==> src/rtl/core/rdo_pkg.sv <==
// Shared types, codes and constants for the rover drive obstacle controller.
// No dependencies.
package rdo_pkg;

  localparam int unsigned SampleWindow = 10000;
  localparam int unsigned SampleW      = 14;

  // Truncating divide by 58 as multiply by ceil(2^18 / 58) and shift.
  // Exact for every count up to the sample window.
  localparam int unsigned            CmShift = 18;
  localparam logic [12:0]            CmRecip = 13'd4520;
  localparam int unsigned            ProdW   = SampleW + 13;

  localparam logic [7:0] CmdAuto    = 8'hFF;
  localparam logic [7:0] CmdForward = 8'h01;
  localparam logic [7:0] CmdBack    = 8'h02;
  localparam logic [7:0] CmdLeft    = 8'h04;
  localparam logic [7:0] CmdRight   = 8'h08;
  localparam logic [7:0] CmdStop    = 8'h0A;

  localparam logic [7:0] DriveOff     = 8'h00;
  localparam logic [7:0] DriveFwd     = 8'h44;
  localparam logic [7:0] DriveBack    = 8'h42;
  localparam logic [7:0] DriveLeft    = 8'h24;
  localparam logic [7:0] DriveCruise  = 8'h04;

  typedef enum logic [1:0] {
    RegObstacleCm   = 2'd0,
    RegReverseTicks = 2'd1,
    RegTurnTicks    = 2'd2,
    RegHoldTicks    = 2'd3
  } reg_idx_e;

  typedef enum logic [7:0] {
    StInit     = 8'b0000_0001,
    StStart    = 8'b0000_0010,
    StCtrl     = 8'b0000_0100,
    StCruise   = 8'b0000_1000,
    StReverse  = 8'b0001_0000,
    StTurn     = 8'b0010_0000,
    StHold     = 8'b0100_0000,
    StResetDrv = 8'b1000_0000
  } mode_e;

  function automatic logic [2:0] mode_code(mode_e st);
    logic [2:0] c;
    unique case (st)
      StInit:     c = 3'd0;
      StStart:    c = 3'd1;
      StCtrl:     c = 3'd2;
      StCruise:   c = 3'd3;
      StReverse:  c = 3'd4;
      StTurn:     c = 3'd5;
      StHold:     c = 3'd6;
      StResetDrv: c = 3'd7;
      default:    c = 3'd0;
    endcase
    return c;
  endfunction

  function automatic logic [7:0] inc_sat(logic [7:0] v);
    return (v == 8'hFF) ? v : v + 8'd1;
  endfunction

endpackage

==> src/rtl/core/rover_drive_obstacle_fsm.sv <==
// Top level of the rover drive controller with obstacle avoidance.
// Depends on rdo_pkg and rdo_dist.
//
// One request per control tick: an optional command byte plus an echo sample
// count. The block takes a request every clock cycle while in_stall_o is low
// and returns one result per request (input register, then the state update
// and divide-by-58 multiply into the result register). Throughput is
// set only by the result register: a stalled result holds one request in the
// input register, after which in_stall_o rises. Configuration registers are
// written through the cfg port, which is always ready.
module rover_drive_obstacle_fsm (
  input  logic                        clk_i,
  input  logic                        rst_ni,

  input  logic                        cfg_valid_i,
  output logic                        cfg_ready_o,
  input  logic [1:0]                  cfg_index_i,
  input  logic [7:0]                  cfg_data_i,

  input  logic                        in_valid_i,
  output logic                        in_stall_o,
  input  logic                        rx_valid_i,
  input  logic [7:0]                  rx_byte_i,
  input  logic [rdo_pkg::SampleW-1:0] echo_samples_i,

  output logic                        out_valid_o,
  input  logic                        out_stall_i,
  output logic [7:0]                  motor_drive_o,
  output logic [7:0]                  command_echo_o,
  output logic [7:0]                  distance_cm_o,
  output logic [2:0]                  mode_o
);
  import rdo_pkg::*;

  // configuration
  logic [7:0] obstacle_cm_q, reverse_ticks_q, turn_ticks_q, hold_ticks_q;

  assign cfg_ready_o = 1'b1;

  always_ff @(posedge clk_i or negedge rst_ni) begin
    if (!rst_ni) begin
      obstacle_cm_q   <= 8'd30;
      reverse_ticks_q <= 8'd100;
      turn_ticks_q    <= 8'd100;
      hold_ticks_q    <= 8'd30;
    end else if (cfg_valid_i) begin
      unique case (reg_idx_e'(cfg_index_i))
        RegObstacleCm:   obstacle_cm_q   <= cfg_data_i;
        RegReverseTicks: reverse_ticks_q <= cfg_data_i;
        RegTurnTicks:    turn_ticks_q    <= cfg_data_i;
        RegHoldTicks:    hold_ticks_q    <= cfg_data_i;
        default: ;
      endcase
    end
  end

  // input register
  logic               s1_valid_q;
  logic               s1_rx_valid_q;
  logic [7:0]         s1_rx_byte_q;
  logic [SampleW-1:0] s1_samples_q;
  logic               advance;

  assign advance    = !out_valid_o || !out_stall_i;
  assign in_stall_o = s1_valid_q && !advance;

  always_ff @(posedge clk_i or negedge rst_ni) begin
    if (!rst_ni) begin
      s1_valid_q <= 1'b0;
    end else if (!in_stall_o) begin
      s1_valid_q <= in_valid_i;
    end
  end

  always_ff @(posedge clk_i) begin
    if (in_valid_i && !in_stall_o) begin
      s1_rx_valid_q <= rx_valid_i;
      s1_rx_byte_q  <= rx_byte_i;
      s1_samples_q  <= echo_samples_i;
    end
  end

  // state update
  logic [7:0] dist_cm;

  rdo_dist u_dist (
    .samples_i  (s1_samples_q),
    .distance_o (dist_cm)
  );

  mode_e      state_q, state_d;
  logic [7:0] command_q, command_d;
  logic [7:0] man_cnt_q, man_cnt_d, man_mid;
  logic [7:0] hold_cnt_q, hold_cnt_d, hold_mid;
  logic [7:0] drive_q, drive_d;
  logic       auto_mode;

  always_comb begin
    command_d = s1_rx_valid_q ? s1_rx_byte_q : command_q;
    auto_mode = (command_d == CmdAuto);
    state_d   = state_q;
    man_mid   = man_cnt_q;
    hold_mid  = hold_cnt_q;

    unique case (state_q)
      StInit:  state_d = StStart;
      StStart: state_d = auto_mode ? StCruise : StCtrl;
      StCtrl: begin
        if (auto_mode) begin
          state_d = StCruise;
        end else begin
          hold_mid = 8'd0;
          state_d  = StHold;
        end
      end
      StHold: begin
        if (hold_cnt_q >= hold_ticks_q) state_d = StResetDrv;
      end
      StResetDrv: state_d = StCtrl;
      StCruise: begin
        if (!auto_mode) begin
          state_d = StCtrl;
        end else if (dist_cm <= obstacle_cm_q) begin
          state_d = StReverse;
          man_mid = 8'd0;
        end
      end
      StReverse: begin
        if (!auto_mode) begin
          state_d = StCtrl;
        end else if (man_cnt_q >= reverse_ticks_q) begin
          state_d = StTurn;
          man_mid = 8'd0;
        end
      end
      StTurn: begin
        if (!auto_mode) state_d = StCtrl;
        else if (man_cnt_q >= turn_ticks_q) state_d = StCruise;
      end
      default: state_d = StInit;
    endcase

    man_cnt_d  = man_mid;
    hold_cnt_d = hold_mid;
    drive_d    = drive_q;

    unique case (state_d)
      StCruise: drive_d = DriveCruise;
      StReverse: begin
        man_cnt_d = inc_sat(man_mid);
        drive_d   = DriveBack;
      end
      StTurn: begin
        man_cnt_d = inc_sat(man_mid);
        drive_d   = DriveLeft;
      end
      StStart, StResetDrv: drive_d = DriveOff;
      StCtrl: begin
        // unknown commands leave the motor byte alone
        priority if (command_d == CmdStop)    drive_d = DriveOff;
        else if     (command_d == CmdForward) drive_d = DriveFwd;
        else if     (command_d == CmdBack)    drive_d = DriveBack;
        else if     (command_d == CmdLeft)    drive_d = DriveLeft;
        else if     (command_d == CmdRight)   drive_d = DriveFwd;
        else                                  drive_d = drive_q;
      end
      StHold: hold_cnt_d = inc_sat(hold_mid);
      default: ;
    endcase
  end

  logic update;
  assign update = advance && s1_valid_q;

  always_ff @(posedge clk_i or negedge rst_ni) begin
    if (!rst_ni) begin
      state_q    <= StInit;
      command_q  <= 8'd0;
      man_cnt_q  <= 8'd0;
      hold_cnt_q <= 8'd0;
      drive_q    <= 8'd0;
    end else if (update) begin
      state_q    <= state_d;
      command_q  <= command_d;
      man_cnt_q  <= man_cnt_d;
      hold_cnt_q <= hold_cnt_d;
      drive_q    <= drive_d;
    end
  end

  // result register
  logic out_valid_q;
  assign out_valid_o = out_valid_q;

  always_ff @(posedge clk_i or negedge rst_ni) begin
    if (!rst_ni) begin
      out_valid_q <= 1'b0;
    end else if (advance) begin
      out_valid_q <= s1_valid_q;
    end
  end

  always_ff @(posedge clk_i) begin
    if (update) begin
      motor_drive_o  <= drive_d;
      command_echo_o <= command_d;
      distance_cm_o  <= dist_cm;
      mode_o         <= mode_code(state_d);
    end
  end

endmodule

==> src/rtl/core/rdo_dist.sv <==
// Echo sample count to distance in cm: clamp to the sample window, divide by 58.
// Depends on rdo_pkg.
module rdo_dist (
  input  logic [rdo_pkg::SampleW-1:0] samples_i,
  output logic [7:0]                  distance_o
);
  import rdo_pkg::*;

  localparam logic [SampleW-1:0] Window = SampleW'(SampleWindow);

  logic [SampleW-1:0] clamped;
  logic [ProdW-1:0]   prod;
  logic [ProdW-1:0]   quot;

  assign clamped = (samples_i > Window) ? Window : samples_i;
  assign prod    = ProdW'(clamped) * ProdW'(CmRecip);
  assign quot    = prod >> CmShift;
  // quotient tops out at 172, saturation kept for safety
  assign distance_o = (quot > ProdW'(255)) ? 8'hFF : quot[7:0];

endmodule
==> config.mk <==
export PLATFORM = sky130hd
export DESIGN_NAME = rover_drive_obstacle_fsm
export DESIGN_NICKNAME = d
export VERILOG_FILES = /design/src/rtl/core/rdo_pkg.sv /design/src/rtl/core/rover_drive_obstacle_fsm.sv /design/src/rtl/core/rdo_dist.sv
export SDC_FILE = /design/constraint.sdc
export NUM_CORES = 1
export LEC_CHECK = 0
export BUFFER_PORTS_ARGS = -buffer_cell sky130_fd_sc_hd__buf_2
export CORE_MARGIN = 2
export CORE_UTILIZATION = 60
export DETAILED_ROUTE_END_ITERATION = 10
export PLACE_DENSITY = 0.79
export SKIP_CTS_REPAIR_TIMING = 1
export SKIP_LAST_GASP = 1
export SLEW_MARGIN = 15
export SYNTH_ARGS = -nofsm -noshare
export SYNTH_HDL_FRONTEND = slang
export SYNTH_SLANG_ARGS = --single-unit
==> constraint.sdc <==
create_clock -name clk_i -period 12.7 [get_ports clk_i]
set_input_delay 2.54 -clock clk_i [delete_from_list [all_inputs] [get_ports clk_i]]
set_output_delay 2.54 -clock clk_i [all_outputs]
set_load 0.03 [all_outputs]
==> results.md <==
* Crit path max-delay family: compound AO/OA/AOI/OAI gates
* Worst setup SP type: register
* Clock transition at the registers of the reported paths at roughly 60 ps
* Number of cells on the worst reg-to-reg path at 36
* FF-to-FF End: man_cnt_q[1]
* Hold Path End: command_q[0]
* Rel. slew slack at 29.7%
* Period utilization at 70.1%
* Initial cell density of the core at around 62%
* Largest net degree at the start of global routing at 75
* Number of flip-flops in the largest register at 14
* Detail Route Antenna Nets at 0
* Worst hold stages at 2
* Final non-filler cell total at 1081
* LEAKAGE at 0.00462 uW
* R2r setup slk at approximately 3800 ps
* GR Util All Layers at 26.1%
* # IOs at slightly below 70
* Cells after Synth at 817
* Vias per cell at slightly below 6
* CP max-delay cell: fa_1
* Ys async rst share at ~60%
* Least-Margin Pin Slew at ~1100 ps
* RSZ-0062 raised after global routing: no
* Dominant synthesized flop cell: dfrtp_1
* Max Root-Sink Buffers at 2
* Overall via count from detail_route at ~6400
* Hold_sp: command_q[0]
* Layout cells sized above 1 at approximately 18%
* Port buffer count at 66
* Status: complete, no violations
* Hold crit path type: register to register
* Worst EP required at between 10000 and 15000 ps
* # diodes at 0
* Max VDD drop at roughly 0.16 mV
* Crit path max fanout at 19
* Yosys top cell by area: edfxtp_1
* Max cap viols at 0
* Avg Cell Area, Syn at around 10 um2
* Cts bufs inserted at 17
* Cell area after synthesis at around 8600 um2
* Die W at 124 um
* Period minus WS final at 8910 ps
* DRC Markers at 0
* Area of the multi-input gates at ~4800 um2
* Fillers at 1020
* Vias in the first global route at roughly 6200
* Die Footprint at between 15000 and 20000 um2
* Distinct cells, synth at 81
* Max stage delay on crit path at 540 ps
* Hold Violations, Final at 0
* Clock Skew at a little over 8 ps
* Num rows at 43
* Slew Viols, Final at 0
* Nets at ~1100
* Synth top area share at roughly 18%
* WL final at about 18 mm
* Avg WL per Cell at between 15 and 20 um
* Pwr/cell area at between 150 and 200 nW/um2
* Setup TNS at 0 ps
* Kind of critical path: register to register
* Dpl cells at between 1000 and 1500
* Die Y-Extent at 124 um
* Initial DRC Count at a little over 500
* Clk sink count at roughly 120
* Synth top area cells: edfxtp_1 18%, dfrtp_1 17%, ha_1 16%, fa_1 6.1%, dfstp_2 4.6%
* Synthesis-stage register bit count at roughly 120
* Core area at 13900 um2
* Biggest register: s1_samples_q
* Critical path capture point type: register
* Sequential fraction of the synthesis area at 39.3%
* Clock H-tree levels at 4
* Synth Warn # at 0
* CTS tree: built
* Reg area at around 3400 um2
* Wire length of the first global-routing pass at about 30 mm
* Final GP Congestion at a little over 0.9
* Max Fclk at roughly 110 MHz
* Final setup fails at 0
* Clk Latency, worst-skew pair at around 430 ps
* WP data arrival at around 9200 ps
* Syn_nets at ~990
* Most used cell, CP: ha_1
* Initial antenna violation count at 0
* Area growth from synthesis to final layout at 13.5%
* Post-synth EDFFs at 50
* Final HPWL DP at ~13 mm
* 1st-pass router iterations at 5
* RR Startpoint: s1_samples_q[3]
* Root Driver: clkbuf_16
* GRT overflow at 0
* CP bufs+invs at 4
==> worst max-delay path by stage <==
stage / to / depth (start not counted) / start / slack [ps]
4_1_cts: man_cnt_q[1] / 36 / s1_samples_q[3] / 3920
6_report: man_cnt_q[1] / 36 / s1_samples_q[3] / 3790
3_3_place_gp: man_cnt_q[5] / 36 / s1_samples_q[2] / 4360
5_1_grt: man_cnt_q[1] / 36 / s1_samples_q[2] / 3260
3_5_place_dp: man_cnt_q[1] / 36 / s1_samples_q[3] / 4070
2_1_floorplan: man_cnt_q[1] / 36 / s1_samples_q[2] / 4460
==> cell usage after synthesis (3+ instances only) <==
cell,n
a211oi_1,13
a21boi_0,5
a21o_1,10
a21oi_1,30
a22o_1,5
a31oi_1,6
and2_1,13
and3_1,9
and4_1,3
buf_2,5
clkbuf_1,10
dfrtp_1,59
dfstp_2,15
edfxtp_1,50
fa_1,26
ha_1,107
inv_1,89
mux2_2,26
mux2i_1,9
nand2_1,66
nand2b_1,13
nand3_1,22
nand4_1,14
nand4b_1,3
nor2_1,38
nor2b_1,11
nor3_1,11
o211ai_1,6
o21a_1,5
o21ai_0,48
o22a_1,3
o2bb2ai_1,3
o31a_1,3
o31ai_1,6
o41ai_1,4
xnor2_1,5
xor2_1,7
==> power breakdown <==
group          internal, uW  leakage (uW)  total [uW]  switching [uW]
clock                   359      0.000317         542             183
sequential              500       0.00139         542            42.2
combinational           293       0.00290         730             438
==> cells by family after synthesis <==
kind of cell | count (synthesis) | share of synthesized area, %
xor gates and xnor gates | 12 | 1.23
muxes | 36 | 4.64
buffers and inverters | 110 | 5.15
and+or+nand+nor | 229 | 14.3
AOI/OAI and AO/OA | 172 | 13.6
adders and majority gates | 133 | 21.7
DFF | 124 | 39.3
other | 1 | 0.0437
==> cells in the final DEF (no fill, tap or decap), types with 4 or more instances in the layout <==
| cell | synthesis | layout |
|---|---|---|
| nor3_1 | 11 | 11 |
| a22o_1 | 5 | 5 |
| o31ai_1 | 6 | 6 |
| nor2b_1 | 11 | 11 |
| o21a_1 | 5 | 5 |
| mux2_2 | 26 | 26 |
| and2_1 | 13 | 13 |
| bufinv_16 | 0 | 5 |
| buf_4 | 2 | 6 |
| o41ai_1 | 4 | 4 |
| a21o_1 | 10 | 10 |
| inv_1 | 89 | 89 |
| nor2_1 | 38 | 38 |
| nand2_1 | 66 | 66 |
| a211oi_1 | 13 | 13 |
| nand3_1 | 22 | 22 |
| o21ai_0 | 48 | 48 |
| dfrtp_1 | 59 | 59 |
| nand2b_1 | 13 | 13 |
| a21boi_0 | 5 | 5 |
| buf_2 | 5 | 65 |
| ha_1 | 107 | 107 |
| edfxtp_1 | 50 | 50 |
| clkbuf_16 | 0 | 18 |
| dfstp_2 | 15 | 15 |
| xnor2_1 | 5 | 5 |
| fa_1 | 26 | 26 |
| a21oi_1 | 30 | 30 |
| xor2_1 | 7 | 7 |
| mux2i_1 | 9 | 9 |
| and3_1 | 9 | 9 |
| o211ai_1 | 6 | 6 |
| a31oi_1 | 6 | 6 |
| nand4_1 | 14 | 14 |
==> worst min-delay path, cell delays in order, from the launching register on <==
cell and delay (ps):
dfrtp_1 340, nand2_1 50, o21ai_0 70
==> metrics by stage <==
step	instance area [um2]	util, %	hold WS (ps)	power [uW]	setup WS (ps)
finish	9730	69.9	506	1810	3790
CTS	9730	69.9	493	1820	3920
global placement	9070	65.1	462	1240	4360
global route	9730	69.9	512	1940	3260
detailed placement	9070	65.1	474	1260	4070
floorplan	8570	-	442	1080	4460
==> area by class of cell <==
type                    count  share of cell area, %
well taps                 180                   2.31
multi-input cells         583                   48.9
inverters                  91                   3.51
clock buffers              18                   4.63
flip-flops and latches    124                   34.6
clock inverters            14                   2.20
repair buffers             71                   3.80
==> layer usage <==
metal | global-route usage, % | up-vias | share of wire (%)
met3 | 6.23 | 34 | 5.4
li1 | - | 3086 | -
met2 | 41.7 | 192 | 49
met1 | 34.7 | 3097 | 44
met5 | 0 | - | 0
met4 | 9.66 | 0 | 2.0
Power figures use the tool's default switching activity.
